**config.mk**
```make
export PLATFORM = sky130hd
export DESIGN_NAME = battery_power_state_monitor
export DESIGN_NICKNAME = d
export VERILOG_FILES = /design/src/rtl/bpsm_pkg.sv /design/src/rtl/battery_power_state_monitor.sv /design/src/rtl/bpsm_cfg_regs.sv /design/src/rtl/bpsm_eval.sv
export SDC_FILE = /design/constraint.sdc
export NUM_CORES = 1
export LEC_CHECK = 0
export BUFFER_PORTS_ARGS = -buffer_cell sky130_fd_sc_hd__buf_2
export CORE_UTILIZATION = 60
export CTS_CLUSTER_SIZE = 40
export DETAILED_ROUTE_END_ITERATION = 10
export GPL_TIMING_DRIVEN = 0
export PLACE_DENSITY = 0.79
export SLEW_MARGIN = 40
export SYNTH_ARGS = -nofsm -noshare
export SYNTH_HDL_FRONTEND = slang
export SYNTH_SLANG_ARGS = --single-unit
```
**constraint.sdc**
```tcl
create_clock -name aclk -period 10.9 [get_ports aclk]
set_input_delay 0 -clock aclk [delete_from_list [all_inputs] [get_ports aclk]]
set_output_delay 0 -clock aclk [all_outputs]
set_load 0.1 [all_outputs]
```
**src/rtl/bpsm_pkg.sv**
```systemverilog
`default_nettype none

package bpsm_pkg;

    // Power state codes
    typedef enum logic [1:0] {
        PS_BATTERY  = 2'd0,
        PS_CHARGED  = 2'd1,
        PS_CHARGING = 2'd2,
        PS_LOWPOWER = 2'd3
    } power_state_t;

    // Configuration register indexes
    localparam int CFG_INDEX_W = 3;
    localparam logic [CFG_INDEX_W-1:0] REG_LOW_VOLTAGE      = 3'd0;
    localparam logic [CFG_INDEX_W-1:0] REG_CRITICAL_VOLTAGE = 3'd1;
    localparam logic [CFG_INDEX_W-1:0] REG_LOW_TIMEOUT      = 3'd2;
    localparam logic [CFG_INDEX_W-1:0] REG_CRITICAL_TIMEOUT = 3'd3;
    localparam logic [CFG_INDEX_W-1:0] REG_INACTIVITY       = 3'd4;
    localparam logic [CFG_INDEX_W-1:0] REG_LED_CYCLE        = 3'd5;

    // Register reset values
    localparam logic [12:0] LOW_VOLTAGE_RESET      = 13'd3200;
    localparam logic [12:0] CRITICAL_VOLTAGE_RESET = 13'd3000;
    localparam logic [31:0] LOW_TIMEOUT_RESET      = 32'd5000;
    localparam logic [31:0] CRITICAL_TIMEOUT_RESET = 32'd5000;
    localparam logic [31:0] INACTIVITY_RESET       = 32'd300000;
    localparam logic [15:0] LED_CYCLE_RESET        = 16'd1000;
    localparam logic [15:0] LED_STEP_RESET         = 16'd100;

    // Divide by ten: (x * 52429) >> 19 is exact for any 16-bit x
    localparam logic [16:0] DIV10_RECIP = 17'd52429;
    localparam int          DIV10_SHIFT = 19;

    // State reset values
    localparam logic [12:0] LOWEST_MV_RESET  = 13'd6000;
    localparam logic [12:0] HIGHEST_MV_RESET = 13'd0;

    // Charge level table in millivolts
    localparam int          LEVEL_STEPS = 10;
    localparam logic [3:0]  LEVEL_MAX   = 4'd9;
    localparam logic [12:0] CHARGE_TABLE_MV [LEVEL_STEPS] = '{
        13'd3000, 13'd3780, 13'd3830, 13'd3870, 13'd3890,
        13'd3920, 13'd3960, 13'd4000, 13'd4040, 13'd4100
    };

    typedef struct packed {
        logic [12:0] battery_mv;
        logic [31:0] tick_now;
        logic        charging_flag;
        logic        power_good_flag;
        logic [31:0] inactivity_ticks;
    } in_item_t;

    typedef struct packed {
        power_state_t power_state;
        logic         state_changed;
        logic         can_fly;
        logic         restart_radio;
        logic         shutdown_request;
        logic [15:0]  led_on_time;
        logic [15:0]  led_off_time;
        logic [3:0]   charge_level;
        logic [12:0]  voltage_min_mv;
        logic [12:0]  voltage_max_mv;
    } out_item_t;

    // Configuration as seen by the evaluation logic
    typedef struct packed {
        logic [12:0] low_voltage_mv;
        logic [12:0] critical_voltage_mv;
        logic [31:0] low_timeout_ticks;
        logic [31:0] critical_timeout_ticks;
        logic [31:0] inactivity_timeout_ticks;
        logic [15:0] led_cycle_time;
        logic [15:0] led_step;
    } cfg_t;

    // Monitor state carried from item to item
    typedef struct packed {
        logic [31:0]  low_stamp;
        logic [31:0]  critical_stamp;
        power_state_t previous_state;
        logic         flight_allowed;
        logic [12:0]  lowest_mv;
        logic [12:0]  highest_mv;
    } mon_state_t;

endpackage

`default_nettype wire

```
**src/rtl/battery_power_state_monitor.sv**
```systemverilog
`default_nettype none
// Result path: input register, then result register, from input accept to result accept.
// Throughput: one item per cycle while results are accepted; the evaluation between the two registers is single pass.
// While a result waits, one more item is taken only if the input register is empty.
// Reset (aresetn low, synchronous): both stages empty, registers to their defaults,
// stamps zero, previous state battery, flight allowed, min 6000 mV, max 0 mV.

module battery_power_state_monitor
    import bpsm_pkg::*;
(
    input  wire logic                   aclk,
    input  wire logic                   aresetn,
    // input items
    input  wire logic                   s_valid,
    output logic                        s_ready,
    input  wire in_item_t               s_item,
    // result items
    output logic                        m_valid,
    input  wire logic                   m_ready,
    output out_item_t                   m_item,
    // configuration writes
    input  wire logic                   cfg_valid,
    output logic                        cfg_ready,
    input  wire logic [CFG_INDEX_W-1:0] cfg_index,
    input  wire logic [31:0]            cfg_data
);

    cfg_t       cfg;
    in_item_t   in_item_reg;
    logic       in_valid_reg;
    out_item_t  out_item_reg;
    logic       out_valid_reg;
    mon_state_t state_reg;
    mon_state_t state_next;
    out_item_t  result;
    logic       advance;
    logic       s_take;

    assign cfg_ready = 1'b1;

    bpsm_cfg_regs u_cfg (
        .aclk     (aclk),
        .aresetn  (aresetn),
        .wr_en    (cfg_valid),
        .wr_index (cfg_index),
        .wr_data  (cfg_data),
        .cfg      (cfg)
    );

    bpsm_eval u_eval (
        .item       (in_item_reg),
        .cfg        (cfg),
        .state      (state_reg),
        .result     (result),
        .state_next (state_next)
    );

    // Pipeline flow
    assign advance = in_valid_reg && (!out_valid_reg || m_ready);
    assign s_ready = !in_valid_reg || advance;
    assign s_take  = s_valid && s_ready;

    // Control and monitor state
    always_ff @(posedge aclk) begin
        if (!aresetn) begin
            in_valid_reg             <= 1'b0;
            out_valid_reg            <= 1'b0;
            state_reg.low_stamp      <= 32'd0;
            state_reg.critical_stamp <= 32'd0;
            state_reg.previous_state <= PS_BATTERY;
            state_reg.flight_allowed <= 1'b1;
            state_reg.lowest_mv      <= LOWEST_MV_RESET;
            state_reg.highest_mv     <= HIGHEST_MV_RESET;
        end else begin
            if (s_take) begin
                in_valid_reg <= 1'b1;
            end else if (advance) begin
                in_valid_reg <= 1'b0;
            end
            if (advance) begin
                out_valid_reg <= 1'b1;
                state_reg     <= state_next;
            end else if (m_ready) begin
                out_valid_reg <= 1'b0;
            end
        end
    end

    // Payload registers
    always_ff @(posedge aclk) begin
        if (s_take) begin
            in_item_reg <= s_item;
        end
        if (advance) begin
            out_item_reg <= result;
        end
    end

    assign m_valid = out_valid_reg;
    assign m_item  = out_item_reg;

`ifndef ASSERT_OFF
    // No flight permission while on external power
    assert property (@(posedge aclk) disable iff (!aresetn)
        out_valid_reg && (out_item_reg.power_state == PS_CHARGED ||
                          out_item_reg.power_state == PS_CHARGING)
        |-> !out_item_reg.can_fly)
        else $error("can_fly set while on external power");

    // LED times only while charging
    assert property (@(posedge aclk) disable iff (!aresetn)
        out_valid_reg && out_item_reg.power_state != PS_CHARGING
        |-> out_item_reg.led_on_time == 16'd0 && out_item_reg.led_off_time == 16'd0)
        else $error("LED times outside charging");

    // Radio restart only comes with a state change
    assert property (@(posedge aclk) disable iff (!aresetn)
        out_valid_reg && out_item_reg.restart_radio |-> out_item_reg.state_changed)
        else $error("radio restart without state change");

    // Monitor state holds its previous state code across a result stall
    assert property (@(posedge aclk) disable iff (!aresetn)
        out_valid_reg && !m_ready |=> state_reg.previous_state == $past(state_reg.previous_state))
        else $error("monitor state moved while result stalled");

    // An empty input stage always takes an item
    assert property (@(posedge aclk) disable iff (!aresetn)
        !in_valid_reg |-> s_ready)
        else $error("input stage empty but not ready");
`endif

endmodule

`default_nettype wire

```
**src/rtl/bpsm_cfg_regs.sv**
```systemverilog
`default_nettype none

module bpsm_cfg_regs
    import bpsm_pkg::*;
(
    input  wire logic                   aclk,
    input  wire logic                   aresetn,
    input  wire logic                   wr_en,
    input  wire logic [CFG_INDEX_W-1:0] wr_index,
    input  wire logic [31:0]            wr_data,
    output cfg_t                        cfg
);

    cfg_t        cfg_reg;
    logic [32:0] recip_prod;

    // LED step = cycle / 10, worked out once when the cycle is written
    assign recip_prod = {17'd0, wr_data[15:0]} * {16'd0, DIV10_RECIP};

    // Register file
    always_ff @(posedge aclk) begin
        if (!aresetn) begin
            cfg_reg.low_voltage_mv           <= LOW_VOLTAGE_RESET;
            cfg_reg.critical_voltage_mv      <= CRITICAL_VOLTAGE_RESET;
            cfg_reg.low_timeout_ticks        <= LOW_TIMEOUT_RESET;
            cfg_reg.critical_timeout_ticks   <= CRITICAL_TIMEOUT_RESET;
            cfg_reg.inactivity_timeout_ticks <= INACTIVITY_RESET;
            cfg_reg.led_cycle_time           <= LED_CYCLE_RESET;
            cfg_reg.led_step                 <= LED_STEP_RESET;
        end else if (wr_en) begin
            unique case (wr_index)
                REG_LOW_VOLTAGE:      cfg_reg.low_voltage_mv <= wr_data[12:0];
                REG_CRITICAL_VOLTAGE: cfg_reg.critical_voltage_mv <= wr_data[12:0];
                REG_LOW_TIMEOUT:      cfg_reg.low_timeout_ticks <= wr_data;
                REG_CRITICAL_TIMEOUT: cfg_reg.critical_timeout_ticks <= wr_data;
                REG_INACTIVITY:       cfg_reg.inactivity_timeout_ticks <= wr_data;
                REG_LED_CYCLE: begin
                    cfg_reg.led_cycle_time <= wr_data[15:0];
                    cfg_reg.led_step       <= {2'd0, recip_prod[32:DIV10_SHIFT]};
                end
                default: ;
            endcase
        end
    end

    assign cfg = cfg_reg;

endmodule

`default_nettype wire

```
**src/rtl/bpsm_eval.sv**
```systemverilog
`default_nettype none

module bpsm_eval
    import bpsm_pkg::*;
(
    input  wire in_item_t   item,
    input  wire cfg_t       cfg,
    input  wire mon_state_t state,
    output out_item_t       result,
    output mon_state_t      state_next
);

    logic [31:0]  low_stamp_new;
    logic [31:0]  crit_stamp_new;
    logic [31:0]  low_elapsed;
    logic [31:0]  crit_elapsed;
    logic [12:0]  min_new;
    logic [12:0]  max_new;
    power_state_t st;
    logic         changed;
    logic         flight_new;
    logic         radio;
    logic         shut;
    logic [3:0]   level_cnt;
    logic [3:0]   level;
    logic [19:0]  on_prod;
    logic [15:0]  on_t;
    logic [15:0]  off_t;

    // Voltage extremes
    assign min_new = (item.battery_mv < state.lowest_mv)  ? item.battery_mv : state.lowest_mv;
    assign max_new = (item.battery_mv > state.highest_mv) ? item.battery_mv : state.highest_mv;

    // Timestamp refresh above thresholds
    assign low_stamp_new  = (item.battery_mv > cfg.low_voltage_mv) ?
                            item.tick_now : state.low_stamp;
    assign crit_stamp_new = (item.battery_mv > cfg.critical_voltage_mv) ?
                            item.tick_now : state.critical_stamp;
    assign low_elapsed    = item.tick_now - low_stamp_new;
    assign crit_elapsed   = item.tick_now - crit_stamp_new;

    // Classification
    always_comb begin
        if (item.power_good_flag && !item.charging_flag) begin
            st = PS_CHARGED;
        end else if (item.power_good_flag && item.charging_flag) begin
            st = PS_CHARGING;
        end else if (!item.charging_flag && (low_elapsed > cfg.low_timeout_ticks)) begin
            st = PS_LOWPOWER;
        end else begin
            st = PS_BATTERY;
        end
    end

    // State change actions
    assign changed    = (st != state.previous_state);
    assign flight_new = changed ? !(st == PS_CHARGED || st == PS_CHARGING)
                                : state.flight_allowed;
    assign radio      = changed && (st == PS_CHARGING || st == PS_BATTERY);

    // Charge level: table entries strictly below the voltage
    always_comb begin
        level_cnt = 4'd0;
        for (int i = 0; i < LEVEL_STEPS; i++) begin
            level_cnt = level_cnt + {3'd0, (CHARGE_TABLE_MV[i] < item.battery_mv)};
        end
    end
    assign level = (level_cnt > LEVEL_MAX) ? LEVEL_MAX : level_cnt;

    // LED times and shutdown per state
    assign on_prod = {16'd0, level} * {4'd0, cfg.led_step};

    always_comb begin
        on_t  = 16'd0;
        off_t = 16'd0;
        shut  = 1'b0;
        case (st)
            PS_CHARGING: begin
                on_t  = on_prod[15:0];
                off_t = cfg.led_cycle_time - on_prod[15:0];
            end
            PS_LOWPOWER: shut = (crit_elapsed > cfg.critical_timeout_ticks);
            PS_BATTERY:  shut = (item.inactivity_ticks > cfg.inactivity_timeout_ticks);
            default: ;
        endcase
    end

    assign result.power_state      = st;
    assign result.state_changed    = changed;
    assign result.can_fly          = flight_new;
    assign result.restart_radio    = radio;
    assign result.shutdown_request = shut;
    assign result.led_on_time      = on_t;
    assign result.led_off_time     = off_t;
    assign result.charge_level     = level;
    assign result.voltage_min_mv   = min_new;
    assign result.voltage_max_mv   = max_new;

    assign state_next.low_stamp      = low_stamp_new;
    assign state_next.critical_stamp = crit_stamp_new;
    assign state_next.previous_state = st;
    assign state_next.flight_allowed = flight_new;
    assign state_next.lowest_mv      = min_new;
    assign state_next.highest_mv     = max_new;

endmodule

`default_nettype wire

```
Word-level counts from Yosys, hierarchy flattened
Index checks and enable logic that the tools add are counted. W data, S select, Z words.

Register bits: 393.

Multiplexer cells: 14. Add/subtract/negate cells: 12. Eq/ne operators: 9. Multipliers: 2. Order comparisons: 18. Reduce and logical (&&, ||, !) cells: 24.

Operators by type and width (number): $lt A12 B13 Y1 const A (9); $gt A32 B32 Y1 (3); $mux W32 (2); $sub A32 B32 Y32 (2); $gt A13 B13 Y1 (3); $add A4 B1 Y4 (8); $mul A16 B16 Y32 const B (1); $mux W13 (2); $mul A4 B13 Y16 (1); $sub A16 B16 Y16 (1); $lt A13 B13 Y1 (1); $lt A13 B13 Y1 const A (1); $reduce_and A2 Y1 (6); $eq A3 B2 Y1 const B (2); $eq A3 B3 Y1 const B (2); $logic_and A1 B1 Y1 (6); $mux W2 (3); $mux W1 (5); $eq A2 B2 Y1 const B (2); $gt A4 B4 Y1 const B (1); $logic_not A1 Y1 (4); $logic_or A1 B1 Y1 (4); $mux W4 (1); $reduce_bool A2 Y1 (2); other kinds (7) (7).

Longest topological paths before layout
Gate-level depths: netlist of the first run.

Word-level depth: 14. Gate-level depth with buffers: 37.

By module
From an unflattened synthesis of the first run, not the netlist that was laid out.

Cell total of the unflattened synthesis: 3303. Area, all modules: 29464.5 um2.

Modules (own cells, without submodules): bpsm_eval (instances 1, area an instance 11195.7 um2, cells an instance 1556, seq. area each 0.0 um2); bpsm_cfg_regs (instances 1, area an instance 10043.4 um2, cells an instance 1184, seq. area each 3022.9 um2); battery_power_state_monitor (instances 1, area an instance 8225.4 um2, cells an instance 563, seq. area each 6316.1 um2).

Worst setup path before layout of the first run
Ideal clock, no wire load.

Kind: register -> register. From: register in_item_reg[69] in the netlist's numbering. To: register out_item_reg (netlist bit m_item[44]), data pin. Period minus slack after synthesis: 9.043 ns. Arrival: 8.785 ns. Setup slack: 1.857 ns. Stages on the path, launching flop included: 34. Data required time: 10.643 ns. Cells stage by stage: edfxtp_1 clkbuf_1 or4_1 o21ai_0 nand2b_1 a31o_2 fa_1 inv_1 fa_1 fa_1 fa_1 fa_1 xnor2_1 nor2_1 clkbuf_1 and2_1 fa_1 fa_1 inv_1 fa_1 nand2b_1 nand2b_1 a21oi_1 xor2_1 ha_1 or2_2 a21oi_1 a311oi_1 nand3_1 nand3b_1 maj3_2 maj3_2 maj3_2 mux2i_1.

RTL lines: from (decl) (RTL line battery_power_state_monitor.sv:29) `in_item_t in_item_reg;`; from (signal assigned) (RTL line battery_power_state_monitor.sv:92) `in_item_reg <= s_item;`; to (signal assigned) (RTL line battery_power_state_monitor.sv:95) `out_item_reg <= result;`; to (decl) (RTL line battery_power_state_monitor.sv:31) `out_item_t out_item_reg;`.

==> metrics.yaml, run 1 <==
sta:
  period_share_pct: 96.02
  setup_violations: 0
  holdWs_ps: 107.0
  tns_ps: 0
  max_freq_ghz: 0.09555
  skew_ps: 24.37
  worst_slew_pin_slew_ps: 910.3
  drv_slew: 0
  slew_headroom_pct: 39.31
  min_period_ps: 10470
  hold_viol: 0
  rsz0062_at_grt: "false"
setup_path:
  cp-start-kind: "flip-flop"
  cp_data_required_time_ps: 11250
  end_kind: "flip-flop"
  crit_top_cell: "fa_1"
  crit_buf_inv: 6
  slowest_stage: "or4_1"
  crit_arrival_ps: 10810
  cp_top_family: "adder cells"
  slowest_delay_ps: 570
  crit_fanout: 10
  criticalPathCategory: "flip-flop to flip-flop"
pwr:
  p_sw_mw: 2.914
  comb_power_share_pct: 53.2
  ir_drop_mv: 0.2584
  switching_share_pct: 42.15
  power_density_mw_per_mm2: 212.2
  pwr-share-seq_pct: 24.7
  p_int_mw: 4.000
  p_leak_nw: 14.53
  pwr-share-clk_pct: 22.1
logic_synthesis:
  synthArstFlopShare_pct: 0
  synth_seq_cells: 393
  yosys-mux-area-fraction_pct: 4.660
  syn_area_sq_mm: 0.02814
  synth_top_area_share_pct: 17.50
  synth_top_family_by_area: "adder cells"
  avgSynthCellArea_sq_um: 9.287
  ys_seq_area_share_pct: 33.19
  synth_fa_ha_area_share_pct: 24.93
  synth_nets: 3639
  synth_area_leader_cell: "dfxtp_1"
  yosys_warnings: 0
  synthSimpleGateAreaFrac_pct: 13.62
  synth-main-ff-cell: "dfxtp_1"
  synthTopCellsByArea: "dfxtp_1 (18%), ha_1 (17%), edfxtp_1 (16%), fa_1 (8.0%), nand2_1 (4.8%)"
  syn-instance-count: 3030
  synth_xor_area_share_pct: 2.850
  netlist-cell-type-count: 81
  synth_compound_area_share_pct: 14.61
  synth_edf_count: 147
layout:
  diodes: 0
  multi_input_area_sq_mm: 0.01708
  fin_nets: 3995
  largest_reg_flops: 151
  syn_to_final_growth_pct: 15.77
  seqCellArea_sq_mm: 0.009339
  nFillCells: 3422
  drive_gt1_share_pct: 9.556
drt:
  vias: 23830
  wl_per_cell_um: 19.85
  drc_errors: 0
  dr.pass1.iters: 6
  wl_mm: 79.83
  ant_nets: 0
  drtIter0Drc: 1839
  viasPerCell: 5.925
clock_tree:
  clockBufferDepth: 3
  cts_tree: "built"
  cts.sinks: 393
  cts_made_buffers: 44
  clk_pin_slew_ps: 60
  cts_resized: 0
  htreeDepth: 2
  clk_latency_ps: 600
  ctsHoldBuffers: 120
  cts_setup_buffers: 0
  root_buffer: "clkbuf_16"
floorplan:
  coreArea_sq_mm: 0.04577
  die_h_um: 218.6
  start_util_pct: 61.48
  die_w_um: 218.6
  num_rows: 78
  io_pins: 190
  dieArea_sq_mm: 0.04777
grt:
  grt_pass1_wl_mm: 124.7
  overflow: 0
  antenna_found_initial: 0
  grt_start_max_net_pins: 41
  grt_pass1_vias: 23790
  grt_usage_pct: 33.51
min_path:
  hold_path.class: "primary input to flip-flop"
placement:
  place_congestion: 0.9661
  place_hpwl_mm: 59.74
  io_buffers: 187
run:
  drv_cap: 0
status:
  status: "completed"
-- power by group through the flow --
stage / combinational, mW / clock [mW] / sequential [mW]
after floorplan: 2.51 / 0 / 1.95
after global placement: 3.41 / 0 / 1.74
after detailed placement: 3.55 / 0 / 1.74
after CTS: 3.63 / 1.53 / 1.71
after global routing: 4.07 / 1.60 / 1.72
final: 3.68 / 1.53 / 1.71
-- worst reg2reg max path, delay by kind of cell (launching register included) --
kind	cells	cell delay [ps]
buffers and inverters	6	890
and+or+nand+nor	7	1590
xor gates and xnor gates	1	400
muxes	1	130
DFF	1	540
AOI/OAI and AO/OA	9	1930
adders and majority gates	11	4740
-- routing by layer --
layer | vias to the layer above | wire length, um | share of wire (%) | track usage, %
li1 | 11240 | - | - | -
met1 | 11350 | 32530 | 41 | 41.84
met2 | 970 | 37570 | 47 | 56.29
met3 | 270 | 5547 | 6.9 | 4.718
met4 | 0 | 4175 | 5.2 | 17.32
met5 | - | 0 | 0 | 0
-- cells in the final DEF (no fill, tap or decap), types with 17 or more instances in the layout --
cell / instances
a211oi_1: 43
and2_1: 55
buf_2: 199
edfxtp_1: 147
nor2b_1: 29
dfxtp_1: 246
inv_1: 347
nand4_1: 43
nor2_1: 170
nor3_1: 26
nand2b_1: 35
a31oi_1: 17
nand3_1: 44
xor2_1: 23
clkbuf_16: 46
clkbuf_1: 93
o21ai_0: 87
xnor2_1: 66
fa_1: 112
a21o_1: 90
o211ai_1: 48
mux2i_1: 113
o21a_1: 31
ha_1: 378
dlygate4sd3_1: 120
nand2_1: 362
a21oi_1: 224
-- layout make-up --
class | count | area share, %
Buffer | 104 | 1.275
Clock inverter | 21 | 0.6261
Inverter | 350 | 4.033
Timing Repair Buffer | 310 | 6.745
Multi-Input combinational cell | 2183 | 52.43
Tap cell | 600 | 2.305
Sequential cell | 393 | 28.67
Clock buffer | 61 | 3.922
-- cell usage after synthesis (all sizes together), types with 35 or more instances --
cell type,number
a21oi,225
nand2,362
a21o,90
nand3,44
clkbuf,88
nand4,43
xnor2,66
and2,56
mux2i,113
dfxtp,246
fa,112
nand2b,35
o21ai,95
inv,350
edfxtp,147
ha,378
a211oi,44
nor2,171
o211ai,49
-- logic make-up (layout without fill, tap and decap cells) --
group | Yosys count | count (layout)
muxes | 129 | 129
adders and majority gates | 494 | 494
AOI/OAI and AO/OA | 638 | 638
other | 1 | 1
buffers and inverters | 454 | 846
DFF | 393 | 393
and+or+nand+nor | 831 | 831
xor gates and xnor gates | 90 | 90
-- metrics by stage --
stage	cells	utilization, %	total power [mW]	cell area, sq um	worst slack, ps
2_1_floorplan	3030	-	4.462	28140	1857
3_5_place_dp	3820	65.31	5.293	29890	541.7
5_1_grt	4022	71.17	7.383	32580	40.27
6_report	4022	71.17	6.914	32580	434.2
4_1_cts	4022	71.17	6.869	32580	491.8
3_3_place_gp	3817	65.16	5.148	29820	784.3
-- final timing paths --
check	to	cells past startpoint	slack, ps	from
worst max-delay path	m_item[44]	35	430	in_item_reg[67]
worst min register to register	u_cfg.cfg[35]	2	450	u_cfg.cfg[35]
worst min-delay path	in_item_reg[11]	2	110	s_item[11]
worst max register to register	m_item[44]	35	430	in_item_reg[67]
Power figures use the tool's default switching activity.
==> run 2: changes to the inputs <==
--- a/config.mk
+++ b/config.mk
@@ -5,6 +5,7 @@
 export SDC_FILE = /design/constraint.sdc
 export NUM_CORES = 1
 export LEC_CHECK = 0
+export ABC_AREA = 1
 export BUFFER_PORTS_ARGS = -buffer_cell sky130_fd_sc_hd__buf_2
 export CORE_UTILIZATION = 60
 export CTS_CLUSTER_SIZE = 40
==> run 2 against run 1 <==
Net effect:
- worst setup slack better by 1100 ps
- cell area rose by 2.1%
- synthesized cell count rose by 21%
- first-iteration DRC count is 33% higher
- wire length is 3.3% higher
- critical endpoint is now m_item[45]
==> metrics.yaml, run 2 <==
pwr:
  p_sw_mw: 3.373
  ir_drop_mv: 0.2029
  pwr-share-seq_pct: 23.6
  pwr-share-clk_pct: 19.7
  p_leak_nw: 16.09
  power_density_mw_per_mm2: 218.2
  comb_power_share_pct: 56.7
  switching_share_pct: 46.50
  p_int_mw: 3.881
floorplan:
  coreArea_sq_mm: 0.04765
  io_pins: 190
  die_w_um: 221.8
  start_util_pct: 60.82
  dieArea_sq_mm: 0.04918
  die_h_um: 221.8
  num_rows: 80
clock_tree:
  cts_tree: "built"
  htreeDepth: 2
  cts.sinks: 393
  clockBufferDepth: 3
  cts_setup_buffers: 0
  cts_made_buffers: 42
  clk_latency_ps: 580
  root_buffer: "clkbuf_16"
  clk_pin_slew_ps: 60
logic_synthesis:
  syn_area_sq_mm: 0.02898
  yosys_warnings: 0
  synth_area_leader_cell: "dfxtp_1"
  synthTopCellsByArea: "dfxtp_1 (17%), ha_1 (16%), edfxtp_1 (15%), inv_1 (9.2%), fa_1 (7.7%)"
  syn-instance-count: 3660
  synth_top_area_share_pct: 16.99
  netlist-cell-type-count: 50
  synthArstFlopShare_pct: 0
  synth_seq_cells: 393
  synth_edf_count: 147
  ys_seq_area_share_pct: 32.23
  synth-main-ff-cell: "dfxtp_1"
  synth_nets: 4269
  avgSynthCellArea_sq_um: 7.918
  synth_common_cells: "inv_1 (713), nand2_1 (538), a21oi_1 (385), ha_1 (378), o21ai_0 (298)"
  yosysMostFrequentCell: "inv_1"
sta:
  tns_ps: 0
  period_share_pct: 86.19
  setup_violations: 0
  worst_slew_pin_slew_ps: 786.1
  skew_ps: 21.19
  rsz0062_at_grt: "false"
  setup_ws_ps: 1505
  drv_slew: 0
  min_period_ps: 9395
  max_freq_ghz: 0.1064
  hold_viol: 0
  slew_headroom_pct: 47.40
  holdWs_ps: 38.65
placement:
  io_buffers: 187
  pre_cts_ws_ps: 1654
  place_congestion: 0.9899
  place_hpwl_mm: 63.13
drt:
  ant_nets: 0
  dr.pass1.iters: 5
  route.met2.wl_mm: 38.45
  wl_mm: 82.43
  wl_met3_mm: 6.943
  drc_errors: 0
  wl_met1_mm: 34.23
  drtIter0Drc: 2443
  viasPerCell: 5.603
  dr.max_layer_used: "met4"
  vias: 26080
  wl_per_cell_um: 17.71
layout:
  nFillCells: 3881
  largest_reg_flops: 151
  syn_to_final_growth_pct: 14.72
  fin_util_pct: 69.78
  multi_input_area_sq_mm: 0.01654
  final_common_cell: "inv_1"
  seqCellArea_sq_mm: 0.009339
  final_cell_mix: "inv_1 (712), nand2_1 (538), a21oi_1 (385)"
  fin_nets: 4614
  drive_gt1_share_pct: 6.962
setup_path:
  slowest_delay_ps: 540
  end_kind: "flip-flop"
  worstReg2RegStart: "in_item_reg[72]"
  crit_top_cell: "fa_1"
  slowest_stage: "edfxtp_1"
  cp_data_required_time_ps: 11220
  cp_top_family: "adder cells"
  criticalPathCategory: "flip-flop to flip-flop"
  reg2reg_slack_ps: 1510
  crit_start: "in_item_reg[72]"
  crit_arrival_ps: 9720
  cp-start-kind: "flip-flop"
  crit_buf_inv: 8
  crit_fanout: 10
min_path:
  hold_path.class: "primary input to flip-flop"
  min_from: "cfg_data[2]"
grt:
  grt_pass1_wl_mm: 129.0
  grt_start_max_net_pins: 62
  antenna_found_initial: 6
  grt_usage_pct: 33.32
  grt_pass1_vias: 24830
  overflow: 0
status:
  status: "completed"
run:
  drv_cap: 0
## run 2: timing repair
item,CTS,global route
resized for setup,0,0
hold buffers,112,0
hold endpoints to repair,208,0
## run 2: final timing paths
| path | endpoint | cells past startpoint |
|---|---|---|
| worst max register to register | m_item[45] | 36 |
| worst min register to register | u_cfg.cfg[117] | 2 |
| worst min-delay path | u_cfg.cfg[143] | 3 |
| worst max-delay path | m_item[45] | 36 |
## run 2: cell type report
type                            instances  share of cell area [%]
Antenna cell                            4                 0.03011
Buffer                                 98                   1.249
Clock buffer                           55                   3.594
Clock inverter                         20                  0.5307
Inverter                              716                   8.099
Multi-Input combinational cell       2453                   49.76
Sequential cell                       393                   28.09
Tap cell                              615                   2.315
Timing Repair Buffer                  301                   6.330
## run 2: through the flow
stage	area, sq um	std cells	total power [mW]
5_1_grt	33240	4654	7.854
6_report	33250	4655	7.254
3_3_place_gp	30690	4462	5.684
3_5_place_dp	30740	4464	5.732
2_1_floorplan	28980	3660	4.753
4_1_cts	33230	4651	7.210
## run 2: worst reg2reg max path: cells and delay by family, from the launching register on
kind                     cells  cell delay (ps)
AND/OR/NAND/NOR             11             1230
AO/OA/AOI/OAI                6             1620
XOR/XNOR                     2              470
buffers and inverters        8             1290
adder cells (fa/ha/maj)      9             3990
flip-flops                   1              540
## run 2: power groups by stage
| stage | Combinational [mW] | Clock (mW) | Sequential, mW |
|---|---|---|---|
| finish | 4.11 | 1.43 | 1.71 |
| global route | 4.63 | 1.50 | 1.72 |
| CTS | 4.06 | 1.44 | 1.71 |
| detailed placement | 3.99 | 0 | 1.74 |
| global placement | 3.94 | 0 | 1.74 |
| floorplan | 2.80 | 0 | 1.95 |
## run 2: routing by layer
metal  vias to the layer above  global-route usage, %
li1                      12750                      -
met1                     12050                  43.64
met2                      1084                  55.46
met3                       196                  5.288
met4                         0                  12.59
met5                         -                      0
## run 2: logic make-up after synthesis
family	share of synthesized area, %
adders and majority gates	24.06
other	0.01294
AOI/OAI and AO/OA	16.59
buffers and inverters	10.69
DFF	32.23
xor gates and xnor gates	2.267
and+or+nand+nor	14.16
